<file path="src/rtl/core/lcg_rg_pkg.sv">
package lcg_rg_pkg;

  localparam int unsigned DataW  = 64;
  localparam int unsigned BoundW = 32;
  localparam int unsigned OpW    = 2;
  localparam int unsigned ReqW   = 72;
  localparam int unsigned CfgIdxW = 2;

  localparam logic [DataW-1:0] RstMult = 64'd6364136223846793005;
  localparam logic [DataW-1:0] RstIncr = 64'd1442695040888963407;
  localparam int unsigned HighShift = 33;
  localparam int unsigned HighW     = 16;

  typedef enum logic [OpW-1:0] {
    OpRaw   = 2'd0,
    OpRange = 2'd1,
    OpHigh  = 2'd2
  } op_e;

  typedef enum logic [CfgIdxW-1:0] {
    CfgMult = 2'd0,
    CfgIncr = 2'd1,
    CfgMod  = 2'd2,
    CfgSeed = 2'd3
  } cfg_e;

endpackage

</file>
<file path="src/rtl/core/lcg_random_generator.sv">
// 64-bit linear congruential generator, bit-serial datapath.
// channels: one request item in on s_axis (op, min_value, max_value), one
// result item out on m_axis (value). the user is to write the registers
// through the cfg port only while the block is idle; the block does not
// enforce this. a seed write loads the generator state.
// steps per item, from accept to result valid:
//   raw or high-bits draw with modulus 0: multiply, then add
//   raw or high-bits draw with modulus set: multiply, add, remainder
//   ranged draw: the steps above, then the reduction by the span
//   min_value not below max_value, or unused op: straight to the result
// units: shift-add multiplier (one bit of the state per cycle), restoring
// remainder over 128-bit sum (one bit per cycle), 33-bit span remainder.
// one item is processed at a time; s_axis_tready is high only when idle.
// the result sits in an output register, so a new item is accepted while
// it waits; a finished item holds in its last step until the output
// register frees up, so a stalled receiver loses nothing.
// reset (rst_ni low) loads the default multiplier and increment, clears
// the modulus and the state and drops m_axis_tvalid.
module lcg_random_generator (
  input  logic                         clk_i,
  input  logic                         rst_ni,
  input  logic                         s_axis_tvalid_i,
  output logic                         s_axis_tready_o,
  // op [1:0], min_value [33:2], max_value [65:34], zero [71:66]
  input  logic [lcg_rg_pkg::ReqW-1:0]  s_axis_tdata_i,
  output logic                         m_axis_tvalid_o,
  input  logic                         m_axis_tready_i,
  // value [63:0]
  output logic [lcg_rg_pkg::DataW-1:0] m_axis_tdata_o,
  input  logic                         cfg_we_i,
  input  logic [lcg_rg_pkg::CfgIdxW-1:0] cfg_idx_i,
  input  logic [lcg_rg_pkg::DataW-1:0] cfg_wdata_i
);
  import lcg_rg_pkg::*;

  typedef enum logic [2:0] {
    StIdle, StMul, StAdd, StMod, StRng, StDone
  } state_e;

  state_e               st_q;
  logic [DataW-1:0]     mult_q, incr_q, mod_q, gen_q;
  op_e                  op_q;
  logic [BoundW-1:0]    min_q;
  logic [BoundW:0]      span_q;
  logic [DataW-1:0]     hi_q, lo_q, rem_q;
  logic [BoundW:0]      rrem_q;
  logic [6:0]           cnt_q;
  logic [DataW-1:0]     res_q;
  logic [DataW-1:0]     out_q;
  logic                 ovalid_q;

  logic [OpW-1:0]       in_op;
  logic [BoundW-1:0]    in_min, in_max;
  logic                 in_acc;
  logic [DataW:0]       mul_sum;
  logic [DataW:0]       add_sum;
  logic                 mod_carry;
  logic [DataW-1:0]     mod_sh, mod_d;
  logic [BoundW+1:0]    rng_sh;
  logic [BoundW:0]      rrem_d;
  logic                 out_free;
  logic                 fin;
  logic [DataW-1:0]     fin_state;

  assign in_op  = s_axis_tdata_i[OpW-1:0];
  assign in_min = s_axis_tdata_i[OpW+BoundW-1:OpW];
  assign in_max = s_axis_tdata_i[OpW+2*BoundW-1:OpW+BoundW];
  assign in_acc = s_axis_tvalid_i && s_axis_tready_o;
  assign out_free = !ovalid_q || m_axis_tready_i;

  assign s_axis_tready_o = (st_q == StIdle);
  assign m_axis_tvalid_o = ovalid_q;
  assign m_axis_tdata_o  = out_q;

  always_comb begin
    // multiplier step: add a on the low state bit, shift product right
    mul_sum = {1'b0, hi_q} + (lo_q[0] ? {1'b0, mult_q} : {(DataW+1){1'b0}});
    add_sum = {1'b0, lo_q} + {1'b0, incr_q};
    // remainder step over the 128-bit sum, msb first
    mod_carry = rem_q[DataW-1];
    mod_sh    = {rem_q[DataW-2:0], hi_q[DataW-1]};
    mod_d     = (mod_carry || (mod_sh >= mod_q)) ? (mod_sh - mod_q) : mod_sh;
    // remainder step by the span
    rng_sh = {rrem_q, lo_q[DataW-1]};
    rrem_d = (rng_sh >= {1'b0, span_q}) ? (BoundW+1)'(rng_sh - {1'b0, span_q}) :
             (BoundW+1)'(rng_sh);
    fin       = 1'b0;
    fin_state = add_sum[DataW-1:0];
    if (st_q == StAdd && mod_q == '0) begin
      fin = 1'b1;
    end else if (st_q == StMod && cnt_q == '0) begin
      fin       = 1'b1;
      fin_state = mod_d;
    end
  end

  always_ff @(posedge clk_i or negedge rst_ni) begin
    if (!rst_ni) begin
      st_q     <= StIdle;
      ovalid_q <= 1'b0;
      mult_q   <= RstMult;
      incr_q   <= RstIncr;
      mod_q    <= '0;
      gen_q    <= '0;
      op_q     <= OpRaw;
      min_q    <= '0;
      span_q   <= '0;
      hi_q     <= '0;
      lo_q     <= '0;
      rem_q    <= '0;
      rrem_q   <= '0;
      cnt_q    <= '0;
      res_q    <= '0;
      out_q    <= '0;
    end else begin
      if (st_q == StDone && out_free) begin
        ovalid_q <= 1'b1;
      end else if (ovalid_q && m_axis_tready_i) begin
        ovalid_q <= 1'b0;
      end
      if (cfg_we_i) begin
        case (cfg_e'(cfg_idx_i))
          CfgMult: mult_q <= cfg_wdata_i;
          CfgIncr: incr_q <= cfg_wdata_i;
          CfgMod:  mod_q  <= cfg_wdata_i;
          CfgSeed: gen_q  <= cfg_wdata_i;
          default: ;
        endcase
      end
      case (st_q)
        StIdle: begin
          if (in_acc) begin
            op_q   <= op_e'(in_op);
            min_q  <= in_min;
            span_q <= {1'b0, in_max} - {1'b0, in_min} + (BoundW+1)'(1);
            hi_q   <= '0;
            lo_q   <= gen_q;
            cnt_q  <= 7'd63;
            if (in_op == OpRaw || in_op == OpHigh ||
                (in_op == OpRange && in_min < in_max)) begin
              st_q <= StMul;
            end else begin
              res_q <= (in_op == OpRange) ? DataW'(in_min) : '0;
              st_q  <= StDone;
            end
          end
        end
        StMul: begin
          hi_q  <= mul_sum[DataW:1];
          lo_q  <= {mul_sum[0], lo_q[DataW-1:1]};
          cnt_q <= cnt_q - 7'd1;
          if (cnt_q == '0) begin
            st_q <= StAdd;
          end
        end
        StAdd: begin
          if (mod_q != '0) begin
            hi_q  <= hi_q + DataW'(add_sum[DataW]);
            lo_q  <= add_sum[DataW-1:0];
            rem_q <= '0;
            cnt_q <= 7'd127;
            st_q  <= StMod;
          end
        end
        StMod: begin
          if (cnt_q != '0) begin
            rem_q <= mod_d;
            hi_q  <= {hi_q[DataW-2:0], lo_q[DataW-1]};
            lo_q  <= {lo_q[DataW-2:0], 1'b0};
            cnt_q <= cnt_q - 7'd1;
          end
        end
        StRng: begin
          rrem_q <= rrem_d;
          lo_q   <= {lo_q[DataW-2:0], 1'b0};
          cnt_q  <= cnt_q - 7'd1;
          if (cnt_q == '0) begin
            res_q <= DataW'({1'b0, min_q} + rrem_d);
            st_q  <= StDone;
          end
        end
        StDone: begin
          if (out_free) begin
            out_q <= res_q;
            st_q  <= StIdle;
          end
        end
        default: st_q <= StIdle;
      endcase
      if (fin) begin
        gen_q <= fin_state;
        case (op_q)
          OpRaw: begin
            res_q <= fin_state;
            st_q  <= StDone;
          end
          OpHigh: begin
            res_q <= DataW'(fin_state[HighShift+HighW-1:HighShift]);
            st_q  <= StDone;
          end
          OpRange: begin
            lo_q   <= fin_state;
            rrem_q <= '0;
            cnt_q  <= 7'd63;
            st_q   <= StRng;
          end
          default: st_q <= StDone;
        endcase
      end
    end
  end

endmodule

</file>
<file path="config.mk">
export PLATFORM = sky130hd
export DESIGN_NAME = lcg_random_generator
export DESIGN_NICKNAME = d
export VERILOG_FILES = /design/src/rtl/core/lcg_rg_pkg.sv /design/src/rtl/core/lcg_random_generator.sv
export SDC_FILE = /design/constraint.sdc
export NUM_CORES = 2
export LEC_CHECK = 0
export ABC_CLOCK_PERIOD_IN_PS = 14700
export BUFFER_PORTS_ARGS = -buffer_cell sky130_fd_sc_hd__buf_4
export CELL_PAD_IN_SITES_DETAIL_PLACEMENT = 0
export CELL_PAD_IN_SITES_GLOBAL_PLACEMENT = 1
export CORE_ASPECT_RATIO = 1.1
export CORE_MARGIN = 3
export CORE_UTILIZATION = 53
export DETAILED_ROUTE_END_ITERATION = 8
export PLACE_DENSITY = 0.95
export SYNTH_ARGS = -nofsm -noshare
export SYNTH_HDL_FRONTEND = slang
export SYNTH_SLANG_ARGS = --single-unit
</file>
<file path="constraint.sdc">
create_clock -name clk_i -period 14.7 [get_ports clk_i]
set_input_delay 2.205 -clock clk_i [delete_from_list [all_inputs] [get_ports clk_i]]
set_output_delay 2.205 -clock clk_i [all_outputs]
set_load 0.05 [all_outputs]
</file>
==> metrics.cfg <==
[sta]
period_share_pct = 48.94
worstMarginPinSlew_ns = 1.335
fin_crit_ns = 7.194
tns_ns = 0
timing.final.hold_violations = 0
skew_ns = 0.05267
setup_slack_ns = 7.506
rsz0062_at_grt = no
holdWs_ns = 0.4683
drv_slew = 0
max_freq_mhz = 139.0
slew_headroom_pct = 11.02
setup_viol = 0

[global_routing]
grt_max_degree = 175
antenna_found_initial = 14
grt_pass1_vias = 44916
grt_first_pass_wirelength_um = 273400
grt_use_total_pct = 35.68
grt-ovfl-total = 0

[layout]
syn_to_final_growth_pct = 10.50
layout.nets = 6326
drive_gt1_share_pct = 14.04
postLayoutCoreUtil_pct = 59.26
multiInputGateArea_um2 = 31120
fillers = 8249
regArea_um2 = 17280
stdcell_count = 7154

[clock_network]
cts_buffer_depth = 3
numCtsBuffers = 80
clockRootBuffer = clkbuf_16
cts_tree = built
post-cts-setup-buffers = 0
clock_sinks = 687
clock_latency_ns = 0.70
clkTransAtPathRegs_ns = 0.06
postCtsHoldBufs = 0
cts_resized = 0
h-tree-depth = 3

[route]
drtIter0Drc = 6049
vias_per_cell = 6.663
vias = 47666
wl_met2_um = 78250
route.met3.wl_um = 20390
route.detailed.drc = 14
wl_um = 181700
top_layer = met5
ant_nets = 0
wl_met1_um = 71480
wire_per_inst_um = 25.40
first_pass_iters = 9

[floorplan]
io_pins = 209
fp.dieW_um = 300.6
rows = 118
die_y_um = 330.0
die-area_um2 = 99210
core_um2 = 94340
start_util_pct = 53.63

[synth]
syn_nets = 6317
syn_inst = 5812
synth-edff-count = 0
synth_cell_type_count = 89
ys_ff_latch = 687
ys_async_sr_fraction_pct = 100.0
ys_seq_area_share_pct = 34.15
synth.yosys.warnings = 0
netlist_area_um2 = 50590
synth_flop_cell = dfrtp_1
synth.avg_cell_area_um2 = 8.705

[power]
leakagePower_nw = 25.79
p_per_area_nw_per_um2 = 214.0
irDropWorstVdd_v = 0.0001941

[placement]
io_buffers = 202
post-place-ws_ns = 7.653
hpwlAfterDp_um = 133600
dp_cells = 6999
gp_congestion = 1.043

[setup_path]
crit_required_ns = 15.26
worstPathArrival_ns = 7.76
worstSetupPathType = reg -> reg
crit_fanout = 60
critPathCaptureType = register
cp-start-kind = register

[worst_hold_path]
hp-class = reg -> reg

[job]
maxCapViolations = 0

[status]
status = finished with violations
violations = design-rule violations

## sequential cells by signal, summed over array words and instances, names as in the netlist, 32 cells and up
signal and cells:
min_q 32, hi_q 64, m_axis_tdata_o 64, span_q 33, rem_q 64, gen_q 64
incr_q 64, res_q 64, lo_q 64, mult_q 64, rrem_q 33, mod_q 64
## cell usage after synthesis (17+ instances only)
master | count | area [um2]
o21ai_1 | 31 | 155.2
a221oi_1 | 53 | 464.2
and3_1 | 92 | 575.6
dfstp_2 | 68 | 1787
nand3_1 | 106 | 530.5
mux2_2 | 287 | 3232
a22o_1 | 28 | 245.2
a221o_1 | 21 | 210.2
o31ai_1 | 41 | 307.8
mux2i_1 | 60 | 600.6
o21a_1 | 66 | 495.5
ha_1 | 355 | 4442
buf_2 | 33 | 165.2
o221ai_1 | 19 | 166.4
dfrtp_1 | 619 | 15490
xnor2_1 | 142 | 1244
or3_1 | 30 | 187.7
nand2_1 | 730 | 2740
o211ai_1 | 40 | 300.3
o21bai_1 | 44 | 330.3
a21o_1 | 176 | 1321
a31oi_1 | 87 | 544.3
xor2_1 | 109 | 954.7
clkbuf_1 | 286 | 1074
nor2b_1 | 38 | 237.7
a211oi_1 | 67 | 503.0
nor2_1 | 313 | 1175
a21oi_1 | 437 | 2187
o22ai_1 | 29 | 181.4
and2_1 | 97 | 606.8
inv_1 | 251 | 942.2
and4_1 | 17 | 148.9
o2111ai_1 | 19 | 166.4
nor4_1 | 37 | 231.5
nor3_1 | 77 | 385.4
o21ai_0 | 408 | 2042
nand4_1 | 81 | 506.7
a22oi_1 | 18 | 135.1
nand2b_1 | 53 | 331.6
a222oi_1 | 98 | 980.9
## worst max-delay path, cell delays in order, from the launching register on
cell and delay, ns:
dfrtp_1 0.54, inv_1 0.16, ha_1 0.15, inv_1 0.06
fa_1 0.40, a21o_1 0.20, a31oi_1 0.28, o21ai_0 0.17
nand2_1 0.18, o221ai_1 0.24, o211a_1 0.35, o21ai_4 0.15
buf_4 0.52, mux2_2 0.42, ha_1 0.32, a21o_1 0.22
o32ai_1 0.38, a211oi_1 0.20, a221oi_2 0.52, o21ai_1 0.17
a21oi_1 0.35, o211ai_1 0.21, o41ai_2 0.32, xnor2_1 0.11
a222oi_1 0.30, o22ai_1 0.13
## path summary, 6_finish.rpt
path / slack, ns / start / depth (start not counted) / end
setup / recovery: 7.51 / lo_q[63] / 25 / res_q[30]
hold / removal: 0.47 / res_q[60] / 2 / res_q[60]
setup reg to reg: 7.51 / lo_q[63] / 25 / res_q[30]
hold reg to reg: 0.47 / res_q[60] / 2 / res_q[60]
max in group asynchronous: 10.25 / rst_ni / 4 / incr_q[57]
min in group asynchronous: 1.43 / rst_ni / 1 / rem_q[6]
## per-layer routing
layer / vias to the layer above / global-route usage [%]
met1: 23177 / 47.41
met5: - / 0
met2: 2578 / 53.82
met3: 497 / 7.973
li1: 21412 / -
met4: 2 / 20.26
## cells by family after synthesis
group,count (synthesis),synth area share [%]
flip-flops,687,34.15
AO/OA/AOI/OAI,1847,24.28
XOR/XNOR,251,4.345
multiplexers,347,7.575
buffers and inverters,591,4.615
adder cells (fa/ha/maj),362,9.057
AND/OR/NAND/NOR,1727,15.98
## power breakdown
group | switching, W | leakage [nW] | internal, W
Clock | 0.000932 | 1.41 | 0.00131
Combinational | 0.00434 | 15.7 | 0.00248
Sequential | 0.000511 | 8.67 | 0.00239
Total | 0.00578 | 25.8 | 0.00618
## placed cells by master, fill, tap and decap left out, types with 176 or more instances in the layout
cell     count
a21o_1     176
a21oi_1    437
buf_4      265
dfrtp_1    618
ha_1       355
inv_1      251
mux2_2     287
nand2_1    726
nor2_1     303
o21ai_0    408
## layout make-up
type	count	area share (%)
diodes	5	0.02238
clock buffers	94	3.800
clock inverters	56	1.475
inverters	251	1.685
multi-input cells	4534	55.67
flip-flops and latches	687	30.91
well taps	1260	2.820
repair buffers	267	3.621
## stage by stage
stage,power [W],cell area [um2]
CTS,0.01174,55890
floorplan,0.007446,50590
global route,0.01260,55890
global placement,0.009357,52940
detailed placement,0.009454,52940
finish,0.01196,55900
Note: power is estimated with default switching activity, not from simulation.
